[src/rtl/gded_pkg.sv]
// Shared types and codes for the group debounce edge detector.
package gded_pkg;

    localparam int LEVELS_W = 16;
    localparam int STATUS_W = 48;
    localparam int TICK_W   = 32;
    localparam int CFG_W    = 32;
    localparam int PHASE_W  = 2;
    localparam int CODE_W   = 3;

    // Configuration register indexes
    localparam logic [0:0] REG_DEBOUNCE_TICKS  = 1'b0;
    localparam logic [0:0] REG_PIN_ENABLE_MASK = 1'b1;

    // Per-pin status codes
    localparam logic [CODE_W-1:0] CODE_LOW     = 3'd0;
    localparam logic [CODE_W-1:0] CODE_HIGH    = 3'd1;
    localparam logic [CODE_W-1:0] CODE_UNKNOWN = 3'd2;
    localparam logic [CODE_W-1:0] CODE_FALLING = 3'd3;
    localparam logic [CODE_W-1:0] CODE_RISING  = 3'd4;

    // Phase codes as reported on the result channel
    localparam logic [PHASE_W-1:0] PHASE_CODE_CHECK  = 2'd0;
    localparam logic [PHASE_W-1:0] PHASE_CODE_WAIT   = 2'd1;
    localparam logic [PHASE_W-1:0] PHASE_CODE_UPDATE = 2'd2;

    typedef enum logic [2:0] {
        PH_CHECK  = 3'b001,
        PH_WAIT   = 3'b010,
        PH_UPDATE = 3'b100
    } phase_t;

    typedef struct packed {
        logic [STATUS_W-1:0] pin_status;
        logic [PHASE_W-1:0]  phase;
    } gded_result_t;

    function automatic logic [PHASE_W-1:0] phase_code(input phase_t ph);
        logic [PHASE_W-1:0] code;
        case (ph)
            PH_WAIT:   code = PHASE_CODE_WAIT;
            PH_UPDATE: code = PHASE_CODE_UPDATE;
            default:   code = PHASE_CODE_CHECK;
        endcase
        return code;
    endfunction

endpackage

[src/rtl/gded_step.sv]
// Debounce state registers and the combinational step logic for one item.
module gded_step
    import gded_pkg::*;
#(
    parameter int NUM_PINS = 16
)
(
    input  logic                clk,
    input  logic                rst_n,
    input  logic                fire,
    input  logic                kind,
    input  logic [TICK_W-1:0]   now_tick,
    input  logic [LEVELS_W-1:0] pin_levels,
    input  logic [TICK_W-1:0]   debounce_ticks,
    input  logic [LEVELS_W-1:0] pin_enable_mask,
    output gded_result_t        result
);

    // Only pins that have both a level bit and an enable bit can take part
    localparam int ACT = (NUM_PINS < LEVELS_W) ? NUM_PINS : LEVELS_W;

    logic [ACT-1:0]        ref_reg, ref_next;
    logic [3*ACT-1:0]      status_codes_reg, status_codes_next;
    phase_t                phase_reg, phase_next;
    logic [TICK_W-1:0]     start_tick_reg, start_tick_next;

    logic [ACT-1:0]        lv;
    logic [ACT-1:0]        en;
    logic [ACT-1:0]        diff;
    logic [TICK_W-1:0]     elapsed;
    logic [STATUS_W-1:0]   visible;

    assign lv      = pin_levels[ACT-1:0];
    assign en      = pin_enable_mask[ACT-1:0];
    assign diff    = (lv ^ ref_reg) & en;
    assign elapsed = now_tick - start_tick_reg;

    always_comb
    begin
        ref_next          = ref_reg;
        status_codes_next = status_codes_reg;
        phase_next        = phase_reg;
        start_tick_next   = start_tick_reg;
        if (kind)
        begin
            ref_next          = lv;
            start_tick_next   = now_tick;
            status_codes_next = '0;
            phase_next        = PH_CHECK;
        end
        else
        begin
            case (phase_reg)
                PH_WAIT:
                begin
                    if (elapsed >= debounce_ticks)
                        phase_next = PH_UPDATE;
                end
                PH_UPDATE:
                begin
                    for (int i = 0; i < ACT; i++)
                    begin
                        if (diff[i])
                            status_codes_next[3*i +: 3] = lv[i] ? CODE_RISING : CODE_FALLING;
                    end
                    ref_next        = (ref_reg & ~en) | (lv & en);
                    start_tick_next = now_tick;
                    phase_next      = PH_CHECK;
                end
                default:
                begin
                    for (int i = 0; i < ACT; i++)
                    begin
                        if (en[i])
                        begin
                            if (diff[i])
                                status_codes_next[3*i +: 3] = CODE_UNKNOWN;
                            else
                                status_codes_next[3*i +: 3] = lv[i] ? CODE_HIGH : CODE_LOW;
                        end
                    end
                    phase_next = (|diff) ? PH_WAIT : PH_CHECK;
                end
            endcase
        end
    end

    // Disabled pins read as low
    always_comb
    begin
        visible = '0;
        for (int i = 0; i < ACT; i++)
        begin
            if (en[i])
                visible[3*i +: 3] = status_codes_next[3*i +: 3];
        end
    end

    assign result.pin_status = visible;
    assign result.phase      = phase_code(phase_next);

    always_ff @(posedge clk or negedge rst_n)
    begin
        if (!rst_n)
        begin
            ref_reg          <= '0;
            status_codes_reg <= '0;
            phase_reg        <= PH_CHECK;
            start_tick_reg   <= '0;
        end
        else if (fire)
        begin
            ref_reg          <= ref_next;
            status_codes_reg <= status_codes_next;
            phase_reg        <= phase_next;
            start_tick_reg   <= start_tick_next;
        end
    end

`ifndef SYNTHESIS
    a_capture_restarts: assert property (@(posedge clk) disable iff (!rst_n)
        fire && kind |=> phase_reg == PH_CHECK && start_tick_reg == $past(now_tick)
                         && status_codes_reg == '0)
        else $error("capture did not restart the debounce state");

    a_update_returns: assert property (@(posedge clk) disable iff (!rst_n)
        fire && !kind && phase_reg == PH_UPDATE
            |=> phase_reg == PH_CHECK && start_tick_reg == $past(now_tick))
        else $error("update phase did not return to check with a new start tick");

    a_idle_holds: assert property (@(posedge clk) disable iff (!rst_n)
        !fire |=> $stable(phase_reg) && $stable(ref_reg) && $stable(start_tick_reg))
        else $error("debounce state moved without a transfer");
`endif

endmodule

[src/rtl/gded_obuf.sv]
// Two-entry result buffer: output register plus skid register.
module gded_obuf
    import gded_pkg::*;
(
    input  logic         clk,
    input  logic         rst_n,
    input  logic         push,
    input  gded_result_t push_data,
    output logic         full,
    output logic         result_valid,
    input  logic         result_stall,
    output gded_result_t result_data
);

    logic         out_valid_reg, out_valid_next;
    logic         skid_valid_reg, skid_valid_next;
    gded_result_t out_data_reg, out_data_next;
    gded_result_t skid_data_reg, skid_data_next;
    logic         out_free;

    assign out_free = !out_valid_reg || !result_stall;

    always_comb
    begin
        out_valid_next  = out_valid_reg;
        skid_valid_next = skid_valid_reg;
        out_data_next   = out_data_reg;
        skid_data_next  = skid_data_reg;
        if (out_free)
        begin
            if (skid_valid_reg)
            begin
                out_valid_next  = 1'b1;
                out_data_next   = skid_data_reg;
                skid_valid_next = 1'b0;
            end
            else if (push)
            begin
                out_valid_next = 1'b1;
                out_data_next  = push_data;
            end
            else
            begin
                out_valid_next = 1'b0;
            end
        end
        else if (push)
        begin
            skid_valid_next = 1'b1;
            skid_data_next  = push_data;
        end
    end

    always_ff @(posedge clk or negedge rst_n)
    begin
        if (!rst_n)
        begin
            out_valid_reg  <= 1'b0;
            skid_valid_reg <= 1'b0;
        end
        else
        begin
            out_valid_reg  <= out_valid_next;
            skid_valid_reg <= skid_valid_next;
        end
    end

    always_ff @(posedge clk)
    begin
        out_data_reg  <= out_data_next;
        skid_data_reg <= skid_data_next;
    end

    assign full         = skid_valid_reg;
    assign result_valid = out_valid_reg;
    assign result_data  = out_data_reg;

`ifndef SYNTHESIS
    a_skid_implies_out: assert property (@(posedge clk) disable iff (!rst_n)
        skid_valid_reg |-> out_valid_reg)
        else $error("skid entry held while output register is empty");

    a_skid_fill_cause: assert property (@(posedge clk) disable iff (!rst_n)
        $rose(skid_valid_reg) |-> $past(out_valid_reg && result_stall && push))
        else $error("skid register filled without a stalled output");
`endif

endmodule

[src/rtl/group_debounce_edge_detector_top.sv]
// Top level of the group debounce edge detector: config registers, step logic, result buffer.
//
// Usage:
//   Item channel (item_valid / item_stall) carries kind, now_tick and pin_levels.
//   kind = 1 captures the reference levels and the start tick; kind = 0 runs one
//   step of the check / wait / update sequence on the sampled pin vector.
//   Result channel (result_valid / result_stall) returns one pin_status and phase
//   per item, 3 status bits per pin, disabled pins reading zero.
//   Config port: cfg_wr_en writes cfg_data into the register picked by cfg_index
//   (0 debounce_ticks, 1 pin_enable_mask); write only while the block is idle.
// Timing:
//   Every item is handled in the cycle of its transfer; the result goes to the output
//   register, or to the skid register under stall. One item per cycle is accepted while
//   item_stall is low; the step logic is a pin vector, a 32-bit tick subtract and a compare.
// Reset:
//   rst_n clears the phase to check, the reference levels, status codes, start
//   tick and both config registers, and empties the result buffer.
// Stall:
//   A stalled result holds in the output register; one more item is taken into
//   the skid register, after which item_stall rises until the result drains.
module group_debounce_edge_detector_top
    import gded_pkg::*;
#(
    parameter int NUM_PINS = 16
)
(
    input  logic                clk,
    input  logic                rst_n,
    // item channel
    input  logic                item_valid,
    output logic                item_stall,
    input  logic                kind,
    input  logic [TICK_W-1:0]   now_tick,
    input  logic [LEVELS_W-1:0] pin_levels,
    // result channel
    output logic                result_valid,
    input  logic                result_stall,
    output logic [STATUS_W-1:0] pin_status,
    output logic [PHASE_W-1:0]  phase,
    // configuration write port
    input  logic                cfg_wr_en,
    input  logic [0:0]          cfg_index,
    input  logic [CFG_W-1:0]    cfg_data
);

    logic [TICK_W-1:0]   debounce_ticks_reg;
    logic [LEVELS_W-1:0] pin_enable_mask_reg;
    logic                item_fire;
    logic                buf_full;
    gded_result_t        step_result;
    gded_result_t        out_result;

    // Config writes land directly; no handshake, no read-back
    always_ff @(posedge clk or negedge rst_n)
    begin
        if (!rst_n)
        begin
            debounce_ticks_reg  <= '0;
            pin_enable_mask_reg <= '0;
        end
        else if (cfg_wr_en)
        begin
            case (cfg_index)
                REG_DEBOUNCE_TICKS:  debounce_ticks_reg  <= cfg_data[TICK_W-1:0];
                REG_PIN_ENABLE_MASK: pin_enable_mask_reg <= cfg_data[LEVELS_W-1:0];
                default: ;
            endcase
        end
    end

    // Hold off new items only when both buffer entries are occupied
    assign item_stall = buf_full;
    assign item_fire  = item_valid && !buf_full;

    gded_step #(
        .NUM_PINS (NUM_PINS)
    ) u_step (
        .clk             (clk),
        .rst_n           (rst_n),
        .fire            (item_fire),
        .kind            (kind),
        .now_tick        (now_tick),
        .pin_levels      (pin_levels),
        .debounce_ticks  (debounce_ticks_reg),
        .pin_enable_mask (pin_enable_mask_reg),
        .result          (step_result)
    );

    // Register the result of each transfer; absorb one extra under stall
    gded_obuf u_obuf (
        .clk          (clk),
        .rst_n        (rst_n),
        .push         (item_fire),
        .push_data    (step_result),
        .full         (buf_full),
        .result_valid (result_valid),
        .result_stall (result_stall),
        .result_data  (out_result)
    );

    assign pin_status = out_result.pin_status;
    assign phase      = out_result.phase;

`ifndef SYNTHESIS
    a_stall_needs_result: assert property (@(posedge clk) disable iff (!rst_n)
        item_stall |-> result_valid)
        else $error("item channel stalled with no result pending");

    a_phase_code_range: assert property (@(posedge clk) disable iff (!rst_n)
        result_valid |-> phase != 2'd3)
        else $error("result carries an unused phase code");

    a_capture_result_zero: assert property (@(posedge clk) disable iff (!rst_n)
        item_fire && kind && !result_valid |=> result_valid && pin_status == '0
                                               && phase == PHASE_CODE_CHECK)
        else $error("capture result is not cleared");
`endif

endmodule

[config.mk]
export PLATFORM = sky130hd
export DESIGN_NAME = group_debounce_edge_detector_top
export DESIGN_NICKNAME = d
export VERILOG_FILES = /design/src/rtl/gded_pkg.sv /design/src/rtl/gded_step.sv /design/src/rtl/gded_obuf.sv /design/src/rtl/group_debounce_edge_detector_top.sv
export SDC_FILE = /design/constraint.sdc
export NUM_CORES = 1
export LEC_CHECK = 0
export BUFFER_PORTS_ARGS = -buffer_cell sky130_fd_sc_hd__buf_4
export CAP_MARGIN = 20
export CORE_MARGIN = 2
export CORE_UTILIZATION = 60
export DETAILED_ROUTE_END_ITERATION = 6
export GPL_ROUTABILITY_DRIVEN = 0
export PLACE_DENSITY = 0.81
export SLEW_MARGIN = 20
export SYNTH_ARGS = -nofsm -noshare
export SYNTH_HDL_FRONTEND = slang
export SYNTH_SLANG_ARGS = --single-unit
export TNS_END_PERCENT = 1
[constraint.sdc]
create_clock -name clk -period 4.8 [get_ports clk]
set_input_delay 0.96 -clock clk [delete_from_list [all_inputs] [get_ports clk]]
set_output_delay 0.96 -clock clk [all_outputs]
set_load 0.01 [all_outputs]
==> flow_results.xml, run 1 <==
<?xml version="1.0" encoding="UTF-8"?>
<metrics>
  <group name="run_status">
    <metric name="status" unit="">complete, no violations</metric>
  </group>
  <group name="routing">
    <metric name="drcViolationCount" unit="">0</metric>
    <metric name="detail_route.wl_per_cell" unit="µm">17.7</metric>
    <metric name="detailroute.via_count" unit="">11200</metric>
    <metric name="detail_route.wirelength" unit="mm">32.9</metric>
    <metric name="via_per_inst" unit="">6.02</metric>
    <metric name="antenna_left" unit="">0</metric>
    <metric name="drt-initial-drc-count" unit="">959</metric>
    <metric name="detailedRoute.firstPassIterationCount" unit="">6</metric>
  </group>
  <group name="critical_path">
    <metric name="worst-endpoint-arrival" unit="ns">4.90</metric>
    <metric name="required" unit="ns">5.21</metric>
    <metric name="setup.worst_path.end_class" unit="">register</metric>
    <metric name="worst-setup-path-type" unit="">input pin to register</metric>
    <metric name="critical_path_peak_fanout" unit="">3</metric>
    <metric name="critPathLaunchType" unit="">input pin</metric>
  </group>
  <group name="synthesis">
    <metric name="netlist.top_cell.by_area" unit="">sky130_fd_sc_hd__dfrtp_1</metric>
    <metric name="post_synth_edffs" unit="">100</metric>
    <metric name="syn_avg_cell_area" unit="µm²">9.70</metric>
    <metric name="synth-warning-count" unit="">0</metric>
    <metric name="synth.net_count" unit="">1566</metric>
    <metric name="synth_largest_type_area_fraction" unit="%">27.0</metric>
    <metric name="postSynthCellCount" unit="">1415</metric>
    <metric name="synth_async_sr_flop_share" unit="%">59.8</metric>
    <metric name="netlist-cell-type-count" unit="">65</metric>
    <metric name="synth.top_cells.by_area" unit="">sky130_fd_sc_hd__dfrtp_1, sky130_fd_sc_hd__edfxtp_1, sky130_fd_sc_hd__nand2_1, sky130_fd_sc_hd__ha_1, sky130_fd_sc_hd__mux2_2</metric>
    <metric name="synth_seq_cells" unit="">249</metric>
    <metric name="synth.cell_area" unit="µm²">13700</metric>
    <metric name="synth-seq-area-share" unit="%">49.0</metric>
    <metric name="synth_ff_type" unit="">sky130_fd_sc_hd__dfrtp_1</metric>
  </group>
  <group name="clock_tree">
    <metric name="cts_htree_levels" unit="">1</metric>
    <metric name="path_clk_slew" unit="ns">0.06</metric>
    <metric name="cts_setup_buffers" unit="">0</metric>
    <metric name="holdBufCountCts" unit="">0</metric>
    <metric name="cts_tree" unit="">built</metric>
    <metric name="cts_root_buf" unit="">sky130_fd_sc_hd__clkbuf_16</metric>
    <metric name="worstSkewPairLatency" unit="ns">0.53</metric>
    <metric name="ctsLongestPathBuffers" unit="">3</metric>
    <metric name="tritoncts.num_buffers" unit="">27</metric>
    <metric name="cts_sinks" unit="">249</metric>
  </group>
  <group name="placement">
    <metric name="pre_cts_ws" unit="ns">-0.436</metric>
    <metric name="placement.io_buffers" unit="">138</metric>
    <metric name="dpl-instance-area" unit="µm²">15300</metric>
    <metric name="dp_hpwl" unit="mm">22.2</metric>
  </group>
  <group name="floorplanning">
    <metric name="initial_core_util" unit="%">60.8</metric>
    <metric name="ios" unit="">139</metric>
    <metric name="num_rows" unit="">55</metric>
    <metric name="die_outline_width" unit="µm">155</metric>
    <metric name="die_h" unit="µm">155</metric>
    <metric name="die-area" unit="µm²">24100</metric>
    <metric name="core_area" unit="µm²">22600</metric>
  </group>
  <group name="power_and_ir_drop">
    <metric name="ir_worst_vdd" unit="µV">288</metric>
    <metric name="power.total" unit="µW">7380</metric>
    <metric name="static_leakage" unit="µW">0.00694</metric>
    <metric name="cellPowerDensity" unit="nW/µm²">456</metric>
  </group>
  <group name="final_layout">
    <metric name="final-seq-area" unit="µm²">6730</metric>
    <metric name="multi_input_combinational_cell_area" unit="µm²">6480</metric>
    <metric name="finalCoreUtilization" unit="%">71.8</metric>
    <metric name="num_antenna_cells" unit="">0</metric>
    <metric name="drive_above_1_share" unit="%">20.6</metric>
    <metric name="synthToLayoutAreaGrowth" unit="%">18.0</metric>
    <metric name="finish.net_count" unit="">1706</metric>
    <metric name="num-fill-cells" unit="">1676</metric>
    <metric name="finalInstanceArea" unit="µm²">16200</metric>
  </group>
  <group name="sta">
    <metric name="slack_of_the_critical_path" unit="ns">0.308</metric>
    <metric name="timing.final.hold_violations" unit="">0</metric>
    <metric name="setup_violations" unit="">0</metric>
    <metric name="final.hold.worst_slack" unit="ns">0.489</metric>
    <metric name="grt_setup_unrepaired" unit="">false</metric>
    <metric name="transition_time_of_the_tightest_slew_check_pin" unit="ns">1.10</metric>
    <metric name="post-route-period-util" unit="%">93.6</metric>
    <metric name="finalClockSkew" unit="ns">0.0165</metric>
    <metric name="slew-limit-headroom" unit="%">26.1</metric>
    <metric name="period_minus_slack" unit="ns">4.49</metric>
    <metric name="slew_violations" unit="">0</metric>
    <metric name="fmax" unit="GHz">0.223</metric>
  </group>
  <group name="global_route">
    <metric name="antenna_found_initial" unit="">0</metric>
    <metric name="grt.total_usage" unit="%">27.2</metric>
    <metric name="first_pass_grt_wire_length" unit="mm">53.6</metric>
    <metric name="grt_pass1_vias" unit="">10800</metric>
    <metric name="grt_overflow_total" unit="">0</metric>
    <metric name="grt_max_degree" unit="">101</metric>
  </group>
  <group name="flow_run">
    <metric name="timing.max_cap.violations" unit="">0</metric>
  </group>
  <group name="min_path">
    <metric name="min-delay-path-class" unit="">register to register</metric>
  </group>
</metrics>
layer usage:
metal / wire length (µm) / vias up / global-route usage, %
met5: 0 / - / 0
met4: 775 / 0 / 7.56
met3: 2600 / 69 / 4.23
met2: 15400 / 474 / 44.2
met1: 14200 / 5315 / 38.5
li1: - / 5344 / -
critical path: stages:
cell	delay [ns]
sky130_fd_sc_hd__buf_4	0.10
sky130_fd_sc_hd__inv_1	0.06
sky130_fd_sc_hd__ha_1	0.17
sky130_fd_sc_hd__inv_1	0.06
sky130_fd_sc_hd__fa_2	0.35
sky130_fd_sc_hd__a21o_1	0.19
sky130_fd_sc_hd__a21oi_2	0.19
sky130_fd_sc_hd__o21ai_2	0.08
sky130_fd_sc_hd__a31o_2	0.23
sky130_fd_sc_hd__a211oi_2	0.18
sky130_fd_sc_hd__o21bai_1	0.12
sky130_fd_sc_hd__a31oi_1	0.23
sky130_fd_sc_hd__o21bai_1	0.14
sky130_fd_sc_hd__xor2_1	0.15
sky130_fd_sc_hd__ha_1	0.19
sky130_fd_sc_hd__a21o_1	0.17
sky130_fd_sc_hd__a21o_1	0.17
sky130_fd_sc_hd__a21o_1	0.16
sky130_fd_sc_hd__a21oi_1	0.14
sky130_fd_sc_hd__nor2b_1	0.06
sky130_fd_sc_hd__o21ai_1	0.16
sky130_fd_sc_hd__o2111ai_2	0.16
sky130_fd_sc_hd__a21oi_2	0.23
sky130_fd_sc_hd__buf_4	0.14
sky130_fd_sc_hd__o21ba_2	0.11
path summary, 6_finish.rpt:
kind	start	end	slack, ns	cells after the start
worst max-delay path	now_tick[0]	u_obuf.skid_data_reg[0]	0.31	25
worst min-delay path	u_step.start_tick_reg[0]	u_step.start_tick_reg[0]	0.49	2
worst max register to register	u_step.start_tick_reg[2]	u_obuf.skid_data_reg[0]	0.53	18
worst min register to register	u_step.start_tick_reg[0]	u_step.start_tick_reg[0]	0.49	2
max in group asynchronous	rst_n	u_step.status_codes_reg[8]	3.27	2
min in group asynchronous	rst_n	u_step.start_tick_reg[2]	0.55	1
layout make-up:
| type | count | share of cell area [%] |
|---|---|---|
| inverter | 81 | 1.88 |
| clock buffer | 37 | 4.77 |
| clock inverter | 12 | 0.749 |
| sequential | 249 | 41.6 |
| timing repair buffer | 190 | 8.83 |
| tap | 285 | 2.20 |
| multi-input combinational | 1006 | 40.0 |
cells in the final DEF (no fill, tap or decap), drive strengths merged, types with 31 or more instances in the layout:
cell type and count:
mux2 57, nand2 230, edfxtp 100, nor2 109, dfrtp 148, buf 190
a21oi 70, clkbuf 37, a21o 31, ha 63, o31ai 46, inv 82
o21ai 129
synthesized netlist by cell type (all sizes together), types with 6 or more instances:
| library cell | count |
|---|---|
| nand2 | 230 |
| dfrtp | 148 |
| o21ai | 129 |
| nor2 | 109 |
| edfxtp | 100 |
| inv | 81 |
| clkbuf | 72 |
| a21oi | 70 |
| ha | 63 |
| mux2 | 57 |
| o31ai | 46 |
| a21o | 31 |
| xnor2 | 30 |
| nand3 | 18 |
| a22oi | 17 |
| nor3 | 16 |
| a31oi | 15 |
| xor2 | 15 |
| nand2b | 14 |
| o41ai | 14 |
| nor4 | 13 |
| a221oi | 11 |
| and2 | 11 |
| a311o | 9 |
| mux2i | 9 |
| nand3b | 9 |
| buf | 7 |
| nor2b | 7 |
| o211ai | 7 |
| a22o | 6 |
| nand4 | 6 |
| o32a | 6 |
stage by stage:
stage | setup TNS, ns | cells
2_1_floorplan | 0 | 1415
3_3_place_gp | -1.68 | 1811
3_5_place_dp | -2.40 | 1811
4_1_cts | 0 | 1860
5_1_grt | 0 | 1860
6_report | 0 | 1860
logic make-up (layout without fill, tap and decap cells):
family / Yosys count / count (layout) / share of synthesized area (%)
AO/OA/AOI/OAI: 385 / 385 / 18.4
XOR/XNOR: 45 / 45 / 2.87
adder cells (fa/ha/maj): 64 / 64 / 5.89
buffers and inverters: 160 / 320 / 4.44
flip-flops: 249 / 249 / 49.0
multiplexers: 66 / 66 / 5.33
AND/OR/NAND/NOR: 446 / 446 / 14.1
timing repair:
item                                    CTS  global route
hold endpoints to repair                  0             0
endpoints found under the setup margin    0             6
resized for setup                         0            12
power breakdown:
group          switching, µW  internal [µW]
logic                   1390           1100
registers                255           2560
clock network            844           1230
total                   2490           4890
Power figures use the tool's default switching activity.
==> inputs of run 2 (changes only) <==
Settings changed: ABC_AREA set to 1, CAP_MARGIN 20 to not set, CORE_ASPECT_RATIO set to 1.5.
==> run 2 against run 1 <==
Clock-buffer cell count decreased by 5. Critical path depth decreased by 1. Cell area increased by 0.96%. Non-clock buffer count decreased by 40. Via count increased by 13%. Cell count increased by 21%. Maximum frequency increased by 14%. Sequential share of layout area decreased by 0.40 points. Combinational power decreased by 21%. Clock power increased by 2%. Utilization decreased by 1.1 points. Die area increased by 3.2%. Critical endpoint unchanged. Largest power group unchanged. Highest routed layer unchanged.
==> flow_results.xml, run 2 <==
<?xml version="1.0" encoding="UTF-8"?>
<metrics>
  <group name="synthesis">
    <metric name="synth.cell_area" unit="µm²">14200</metric>
    <metric name="postSynthCellCount" unit="">1810</metric>
    <metric name="yosys-top-cells-count" unit="">sky130_fd_sc_hd__nand2_1, sky130_fd_sc_hd__inv_1, sky130_fd_sc_hd__dfrtp_1, sky130_fd_sc_hd__o21ai_0, sky130_fd_sc_hd__a21oi_1</metric>
    <metric name="netlist-cell-type-count" unit="">40</metric>
    <metric name="synth.net_count" unit="">1961</metric>
    <metric name="syn_avg_cell_area" unit="µm²">7.83</metric>
    <metric name="synth_ff_type" unit="">sky130_fd_sc_hd__dfrtp_1</metric>
    <metric name="synth_largest_type_area_fraction" unit="%">26.1</metric>
    <metric name="synth_async_sr_flop_share" unit="%">59.8</metric>
    <metric name="netlist.top_cell.by_area" unit="">sky130_fd_sc_hd__dfrtp_1</metric>
    <metric name="synth.top_cells.by_area" unit="">sky130_fd_sc_hd__dfrtp_1, sky130_fd_sc_hd__edfxtp_1, sky130_fd_sc_hd__nand2_1, sky130_fd_sc_hd__inv_1, sky130_fd_sc_hd__ha_1</metric>
    <metric name="synthMostInstantiatedCell" unit="">sky130_fd_sc_hd__nand2_1</metric>
    <metric name="post_synth_edffs" unit="">100</metric>
    <metric name="synth-seq-area-share" unit="%">47.5</metric>
    <metric name="synth-warning-count" unit="">0</metric>
    <metric name="synth_seq_cells" unit="">249</metric>
  </group>
  <group name="clock_tree">
    <metric name="cts_sinks" unit="">249</metric>
    <metric name="path_clk_slew" unit="ns">0.07</metric>
    <metric name="cts.repair.resized" unit="">0</metric>
    <metric name="holdBufCountCts" unit="">0</metric>
    <metric name="cts_root_buf" unit="">sky130_fd_sc_hd__clkbuf_16</metric>
    <metric name="tritoncts.num_buffers" unit="">24</metric>
    <metric name="worstSkewPairLatency" unit="ns">0.52</metric>
    <metric name="cts_htree_levels" unit="">1</metric>
    <metric name="cts_setup_buffers" unit="">0</metric>
    <metric name="cts_tree" unit="">built</metric>
    <metric name="ctsLongestPathBuffers" unit="">3</metric>
  </group>
  <group name="critical_path">
    <metric name="regToRegSetupSlack" unit="ns">1.10</metric>
    <metric name="critical_path.cell_chain" unit="">buf_4 &gt; inv_1 &gt; ha_1 &gt; inv_1 &gt; fa_1 &gt; nand2_1 &gt; nand2_1 &gt; o21ai_1 &gt; o21ai_1 &gt; a21oi_1 &gt; inv_1 &gt; nand3_1 &gt; nand2_1 &gt; nand2_1 &gt; nand2_1 &gt; ha_1 &gt; nand2_1 &gt; nor2_1 &gt; nand2_1 &gt; nor2_1 &gt; nand4_1 &gt; nand3_1 &gt; nand2_1 &gt; and2_1</metric>
    <metric name="slowest_library_cell_on_the_worst_path" unit="">sky130_fd_sc_hd__fa_1</metric>
    <metric name="setup.worst_path.end_class" unit="">register</metric>
    <metric name="worst-setup-path-type" unit="">input pin to register</metric>
    <metric name="required" unit="ns">5.08</metric>
    <metric name="critPathLaunchType" unit="">input pin</metric>
    <metric name="critPathMostFrequentCell" unit="">sky130_fd_sc_hd__nand2_1</metric>
    <metric name="worst-endpoint-arrival" unit="ns">4.23</metric>
    <metric name="critical_path_peak_fanout" unit="">5</metric>
    <metric name="max_stage_delay" unit="ns">0.42</metric>
  </group>
  <group name="final_layout">
    <metric name="multi_input_combinational_cell_area" unit="µm²">6330</metric>
    <metric name="finalInstanceArea" unit="µm²">16400</metric>
    <metric name="finish.net_count" unit="">2076</metric>
    <metric name="drive_above_1_share" unit="%">11.9</metric>
    <metric name="finalCoreUtilization" unit="%">70.7</metric>
    <metric name="layout.cells.most_common" unit="">sky130_fd_sc_hd__nand2_1</metric>
    <metric name="most_frequent_cells_in_the_layout" unit="">sky130_fd_sc_hd__nand2_1, sky130_fd_sc_hd__inv_1, sky130_fd_sc_hd__buf_4, sky130_fd_sc_hd__o21ai_0, sky130_fd_sc_hd__dfrtp_1</metric>
    <metric name="final-seq-area" unit="µm²">6730</metric>
    <metric name="num-fill-cells" unit="">1907</metric>
    <metric name="synthToLayoutAreaGrowth" unit="%">15.4</metric>
    <metric name="num_antenna_cells" unit="">0</metric>
  </group>
  <group name="placement">
    <metric name="dp_hpwl" unit="mm">25.0</metric>
    <metric name="placement.io_buffers" unit="">138</metric>
    <metric name="pre_cts_ws" unit="ns">0.335</metric>
    <metric name="dpl-instance-area" unit="µm²">15400</metric>
  </group>
  <group name="sta">
    <metric name="fmax" unit="GHz">0.253</metric>
    <metric name="slew_violations" unit="">0</metric>
    <metric name="final.hold.worst_slack" unit="ns">0.487</metric>
    <metric name="period_minus_slack" unit="ns">3.96</metric>
    <metric name="setup_violations" unit="">0</metric>
    <metric name="finalClockSkew" unit="ns">0.00858</metric>
    <metric name="post-route-period-util" unit="%">82.4</metric>
    <metric name="transition_time_of_the_tightest_slew_check_pin" unit="ns">0.924</metric>
    <metric name="timing.final.hold_violations" unit="">0</metric>
    <metric name="grt_setup_unrepaired" unit="">false</metric>
    <metric name="final.setup.tns" unit="ns">0</metric>
    <metric name="slack_of_the_critical_path" unit="ns">0.844</metric>
    <metric name="slew-limit-headroom" unit="%">38.3</metric>
  </group>
  <group name="floorplanning">
    <metric name="core_area" unit="µm²">23100</metric>
    <metric name="initial_core_util" unit="%">61.2</metric>
    <metric name="num_rows" unit="">68</metric>
    <metric name="die-area" unit="µm²">24900</metric>
    <metric name="ios" unit="">139</metric>
    <metric name="die_outline_width" unit="µm">129</metric>
    <metric name="die_h" unit="µm">192</metric>
  </group>
  <group name="flow_run">
    <metric name="timing.max_cap.violations" unit="">0</metric>
  </group>
  <group name="routing">
    <metric name="drcViolationCount" unit="">0</metric>
    <metric name="detailroute.via_count" unit="">12700</metric>
    <metric name="wl_met2" unit="mm">17.8</metric>
    <metric name="routed-wl-met3" unit="mm">2.18</metric>
    <metric name="total_routed_wire_length_on_the_met1_layer" unit="mm">13.5</metric>
    <metric name="drt-initial-drc-count" unit="">1182</metric>
    <metric name="detail_route.wirelength" unit="mm">35.6</metric>
    <metric name="detail_route.wl_per_cell" unit="µm">15.7</metric>
    <metric name="via_per_inst" unit="">5.62</metric>
    <metric name="detailedRoute.firstPassIterationCount" unit="">6</metric>
    <metric name="antenna_left" unit="">0</metric>
    <metric name="top_layer_used" unit="">met4</metric>
  </group>
  <group name="global_route">
    <metric name="grt_pass1_vias" unit="">12200</metric>
    <metric name="grt.total_usage" unit="%">28.9</metric>
    <metric name="grt_max_degree" unit="">93</metric>
    <metric name="first_pass_grt_wire_length" unit="mm">57.5</metric>
    <metric name="antenna_found_initial" unit="">0</metric>
    <metric name="grt_overflow_total" unit="">0</metric>
  </group>
  <group name="power_and_ir_drop">
    <metric name="cellPowerDensity" unit="nW/µm²">413</metric>
    <metric name="ir_worst_vdd" unit="µV">364</metric>
    <metric name="static_leakage" unit="µW">0.00781</metric>
  </group>
  <group name="min_path">
    <metric name="min-delay-path-class" unit="">input pin to asynchronous set/reset pin</metric>
  </group>
  <group name="run_status">
    <metric name="status" unit="">complete, no violations</metric>
  </group>
</metrics>
## run 2: changes by cell type in the layout (fill, tap and decap cells not counted), moves of 29 or more
| cell | previous run | this run |
|---|---|---|
| sky130_fd_sc_hd__nand3_1 | 18 | 48 |
| sky130_fd_sc_hd__buf_4 | 189 | 149 |
| sky130_fd_sc_hd__o31ai_1 | 45 | 5 |
| sky130_fd_sc_hd__inv_1 | 81 | 214 |
| sky130_fd_sc_hd__mux2_2 | 57 | 0 |
| sky130_fd_sc_hd__a21oi_1 | 67 | 145 |
| sky130_fd_sc_hd__nand2_1 | 229 | 529 |
| sky130_fd_sc_hd__o21ai_0 | 110 | 148 |
| sky130_fd_sc_hd__nor2_1 | 107 | 136 |
| sky130_fd_sc_hd__o21ai_1 | 17 | 81 |
## run 2: power by group
group,internal [µW],switching [µW]
combinational,699,1270
sequential,2500,156
clock,1300,829
total,4490,2250
## run 2: logic make-up (layout without fill, tap and decap cells)
| logic type | after synthesis | in the layout | share of synthesized area [%] |
|---|---|---|---|
| buf+inv | 289 | 422 | 8.09 |
| simple gates | 764 | 764 | 21.7 |
| xor+xnor | 21 | 21 | 1.30 |
| flops | 249 | 249 | 47.5 |
| compound gates | 423 | 423 | 15.7 |
| fa+ha+maj | 64 | 64 | 5.70 |
## run 2: stage by stage
step                power [µW]  cells
floorplan                 4060   1810
global placement          4550   2214
detailed placement        4620   2214
CTS                       6740   2258
global route              7140   2258
finish                    6750   2258
## run 2: worst paths after layout
path / from / end / depth (start not counted)
min in group clk: debounce_ticks_reg[9] / debounce_ticks_reg[9] / 2
setup / recovery: now_tick[0] / u_obuf.skid_data_reg[0] / 24
hold reg to reg: debounce_ticks_reg[9] / debounce_ticks_reg[9] / 2
setup reg to reg: u_step.start_tick_reg[0] / u_obuf.skid_data_reg[0] / 22
max in group asynchronous: rst_n / u_step.start_tick_reg[2] / 2
hold / removal: rst_n / u_step.start_tick_reg[23] / 1
## run 2: worst max-delay path: cells and delay by family
kind	cells	cell delay [ns]
compound gates	3	0.73
fa+ha+maj	3	0.83
buf+inv	4	0.32
simple gates	14	1.41
## run 2: layout make-up
class / instances / area share, %
inverters: 228 / 5.25
clock buffers: 32 / 4.49
multi-input cells: 1272 / 38.7
flip-flops and latches: 249 / 41.2
clock inverters: 12 / 1.03
well taps: 315 / 2.41
repair buffers: 150 / 6.91
## run 2: metal layers
layer / up-vias / track usage (%)
li1: 6149 / -
met1: 5861 / 34.3
met2: 539 / 50.7
met3: 148 / 3.23
met4: 0 / 16.3
met5: - / 0
==> inputs of run 3 (changes only) <==
Settings changed: ABC_AREA 1 to 0, CORE_UTILIZATION 60 to 54, PLACE_DENSITY 0.81 to 0.77.
Clock period 4.8 ns to 3.5 ns, I/O delays scaled along.
==> run 3 against run 2 <==
The run now ends with negative setup slack left. Clock power up 25%. Cell area increased by 3.0%. Non-clock buffer count rose by 85. Worst hold slack lost 0.45 ns. Combinational power grew 94%. Sequential share of layout area decreased by 1.2 points. Critical path type is now register to register.
==> flow_results.xml, run 3 (synthesis gave the netlist of run 1 again) <==
<?xml version="1.0" encoding="UTF-8"?>
<metrics>
  <group name="global_route">
    <metric name="grt.total_usage" unit="%">26.0</metric>
    <metric name="antenna_found_initial" unit="">0</metric>
    <metric name="grt_pass1_vias" unit="">11500</metric>
    <metric name="first_pass_grt_wire_length" unit="mm">56.1</metric>
    <metric name="grt_max_degree" unit="">85</metric>
    <metric name="grt_overflow_total" unit="">0</metric>
  </group>
  <group name="final_layout">
    <metric name="stdcell_count" unit="">1943</metric>
    <metric name="most_frequent_cells_in_the_layout" unit="">sky130_fd_sc_hd__nand2_1, sky130_fd_sc_hd__buf_4, sky130_fd_sc_hd__dfrtp_1, sky130_fd_sc_hd__o21ai_0, sky130_fd_sc_hd__nor2_1</metric>
    <metric name="finalCoreUtilization" unit="%">67.3</metric>
    <metric name="finish.net_count" unit="">1749</metric>
    <metric name="num_antenna_cells" unit="">0</metric>
    <metric name="synthToLayoutAreaGrowth" unit="%">22.7</metric>
    <metric name="drive_above_1_share" unit="%">25.1</metric>
    <metric name="finalInstanceArea" unit="µm²">16800</metric>
  </group>
  <group name="power_and_ir_drop">
    <metric name="ir_worst_vdd" unit="µV">484</metric>
    <metric name="power_frac_comb" unit="%">37.1</metric>
    <metric name="switching_share" unit="%">34.4</metric>
    <metric name="pwr-share-clk" unit="%">25.8</metric>
    <metric name="netSwitchingPower" unit="µW">3550</metric>
    <metric name="share_seq_of_total_power" unit="%">37.2</metric>
    <metric name="static_leakage" unit="µW">0.00714</metric>
    <metric name="cellInternalPower" unit="µW">6780</metric>
    <metric name="cellPowerDensity" unit="nW/µm²">613</metric>
  </group>
  <group name="critical_path">
    <metric name="setup.worst_path.end_class" unit="">register</metric>
    <metric name="critical_path.top_delay_family" unit="">compound AO/OA/AOI/OAI gates</metric>
    <metric name="slowest_library_cell_on_the_worst_path" unit="">sky130_fd_sc_hd__a221o_2</metric>
    <metric name="required" unit="ns">3.93</metric>
    <metric name="cp.depth" unit="">18</metric>
    <metric name="worst-endpoint-arrival" unit="ns">4.57</metric>
    <metric name="critical_path.cell_chain" unit="">inv_2 &gt; ha_4 &gt; nand4_1 &gt; o21ai_2 &gt; nor4_2 &gt; buf_4 &gt; o21ai_4 &gt; a221o_2 &gt; a2111oi_4 &gt; nor4b_2 &gt; o41ai_2 &gt; xnor2_1 &gt; ha_1 &gt; a21o_1 &gt; a21o_1 &gt; a21o_4 &gt; buf_4 &gt; o41ai_2</metric>
    <metric name="reg2reg_to" unit="">u_step.phase_reg[1]</metric>
    <metric name="worstPathBufferInverterCount" unit="">3</metric>
    <metric name="worst_r2r_startpoint" unit="">u_step.start_tick_reg[8]</metric>
    <metric name="critPathLaunchType" unit="">register</metric>
    <metric name="regToRegSetupSlack" unit="ns">-0.63</metric>
    <metric name="critical_path_peak_fanout" unit="">4</metric>
    <metric name="max_stage_delay" unit="ns">0.42</metric>
    <metric name="worst-setup-path-type" unit="">register to register</metric>
    <metric name="worst_case_reg_to_reg_path_depth" unit="">18</metric>
  </group>
  <group name="placement">
    <metric name="dpl-instance-area" unit="µm²">15700</metric>
    <metric name="dpl.cell_count" unit="">1890</metric>
    <metric name="placement.io_buffers" unit="">138</metric>
    <metric name="dp_hpwl" unit="mm">23.4</metric>
  </group>
  <group name="routing">
    <metric name="detail_route.wl_per_cell" unit="µm">17.8</metric>
    <metric name="detailroute.via_count" unit="">11400</metric>
    <metric name="drt-initial-drc-count" unit="">981</metric>
    <metric name="antenna_left" unit="">0</metric>
    <metric name="drcViolationCount" unit="">0</metric>
    <metric name="detailedRoute.firstPassIterationCount" unit="">7</metric>
    <metric name="via_per_inst" unit="">5.87</metric>
    <metric name="detail_route.wirelength" unit="mm">34.5</metric>
  </group>
  <group name="sta">
    <metric name="slew_violations" unit="">0</metric>
    <metric name="period_minus_slack" unit="ns">4.13</metric>
    <metric name="slack_of_the_critical_path" unit="ns">-0.634</metric>
    <metric name="grt_setup_unrepaired" unit="">true</metric>
    <metric name="setup_violations" unit="">6</metric>
    <metric name="transition_time_of_the_tightest_slew_check_pin" unit="ns">0.930</metric>
    <metric name="fmax" unit="GHz">0.242</metric>
    <metric name="post-route-period-util" unit="%">118</metric>
    <metric name="timing.final.hold_violations" unit="">0</metric>
    <metric name="slew-limit-headroom" unit="%">38.0</metric>
    <metric name="finalClockSkew" unit="ns">0.00989</metric>
  </group>
  <group name="floorplanning">
    <metric name="num_rows" unit="">71</metric>
    <metric name="die-area" unit="µm²">26700</metric>
    <metric name="initial_core_util" unit="%">54.8</metric>
    <metric name="die_outline_width" unit="µm">134</metric>
    <metric name="die_h" unit="µm">199</metric>
    <metric name="ios" unit="">139</metric>
    <metric name="core_area" unit="µm²">25100</metric>
  </group>
  <group name="clock_tree">
    <metric name="cts_sinks" unit="">249</metric>
    <metric name="tritoncts.num_buffers" unit="">25</metric>
    <metric name="cts_root_buf" unit="">sky130_fd_sc_hd__clkbuf_16</metric>
    <metric name="cts_tree" unit="">built</metric>
    <metric name="worstSkewPairLatency" unit="ns">0.54</metric>
    <metric name="holdBufCountCts" unit="">0</metric>
    <metric name="cts_htree_levels" unit="">1</metric>
    <metric name="path_clk_slew" unit="ns">0.07</metric>
    <metric name="ctsLongestPathBuffers" unit="">3</metric>
  </group>
  <group name="min_path">
    <metric name="min-delay-path-class" unit="">input pin to asynchronous set/reset pin</metric>
  </group>
  <group name="run_status">
    <metric name="failed_checks" unit="">negative setup slack</metric>
    <metric name="status" unit="">complete, but fails checks</metric>
  </group>
  <group name="flow_run">
    <metric name="timing.max_cap.violations" unit="">0</metric>
  </group>
</metrics>
[run 3: changes by cell type in the layout (fill, tap and decap cells not counted), sizes merged, moves of 17 or more]
cell,before,now
nand2,533,230
inv,230,81
o21ai,229,129
buf,150,235
a21oi,146,70
mux2,0,57
nor2,153,109
o31ai,5,46
nand3,49,18
a21o,5,31
xnor2,5,30
a22oi,0,17
[run 3: what timing repair did]
action	4_1_cts	5_1_grt
gates resized for setup	41	17
pin swaps	38	23
endpoints found under the setup margin	6	6
setup buffers	6	3
[run 3: power groups by stage]
stage	Combinational [µW]	Clock [µW]	Sequential, µW
floorplan	2350	0	3820
finish	3830	2660	3840
global route	4240	2820	3890
CTS	3670	2710	3830
global placement	3340	0	3850
detailed placement	3470	0	3880
[run 3: layout make-up]
type                    instances  area [µm²]
inverters                      81         307
multi-input cells            1006        6780
well taps                     328         410
fillers                      2021        8200
clock inverters                18         166
repair buffers                235        1820
flip-flops and latches        249        6730
clock buffers                  26         629
[run 3: how the worst max path moves through the flow]
stage                                    startpoint                     to  slack (ns)
after global routing       u_step.start_tick_reg[8]    u_step.phase_reg[1]       -0.88
after floorplan                         now_tick[0]  u_obuf.result_data[0]       -0.81
final                      u_step.start_tick_reg[8]    u_step.phase_reg[1]       -0.63
after global placement                  now_tick[0]  u_obuf.result_data[1]       -1.19
after CTS                 u_step.start_tick_reg[12]  u_obuf.result_data[1]       -0.62
after detailed placement                now_tick[0]    u_step.phase_reg[1]       -1.32
[run 3: routing by layer]
| metal | wire, µm | part of all wire [%] | vias to the layer above | track usage (%) |
|---|---|---|---|---|
| li1 | - | - | 5423 | - |
| met1 | 13500 | 39 | 5490 | 31.9 |
| met2 | 17700 | 51 | 413 | 45.8 |
| met3 | 2070 | 6.0 | 74 | 3.09 |
| met4 | 1220 | 3.5 | 0 | 12.0 |
| met5 | 0 | 0 | - | 0 |
[run 3: stage by stage]
| step | hold slack, ns | setup TNS (ns) | setup slack [ns] | power, µW |
|---|---|---|---|---|
| floorplan | 0.404 | -36.55 | -0.813 | 6160 |
| global placement | 0.479 | -6.76 | -1.19 | 7190 |
| detailed placement | 0.491 | -7.53 | -1.32 | 7350 |
| CTS | 0.0388 | -3.39 | -0.623 | 10200 |
| global route | 0.0481 | -5.02 | -0.884 | 11000 |
| finish | 0.0398 | -3.60 | -0.634 | 10300 |
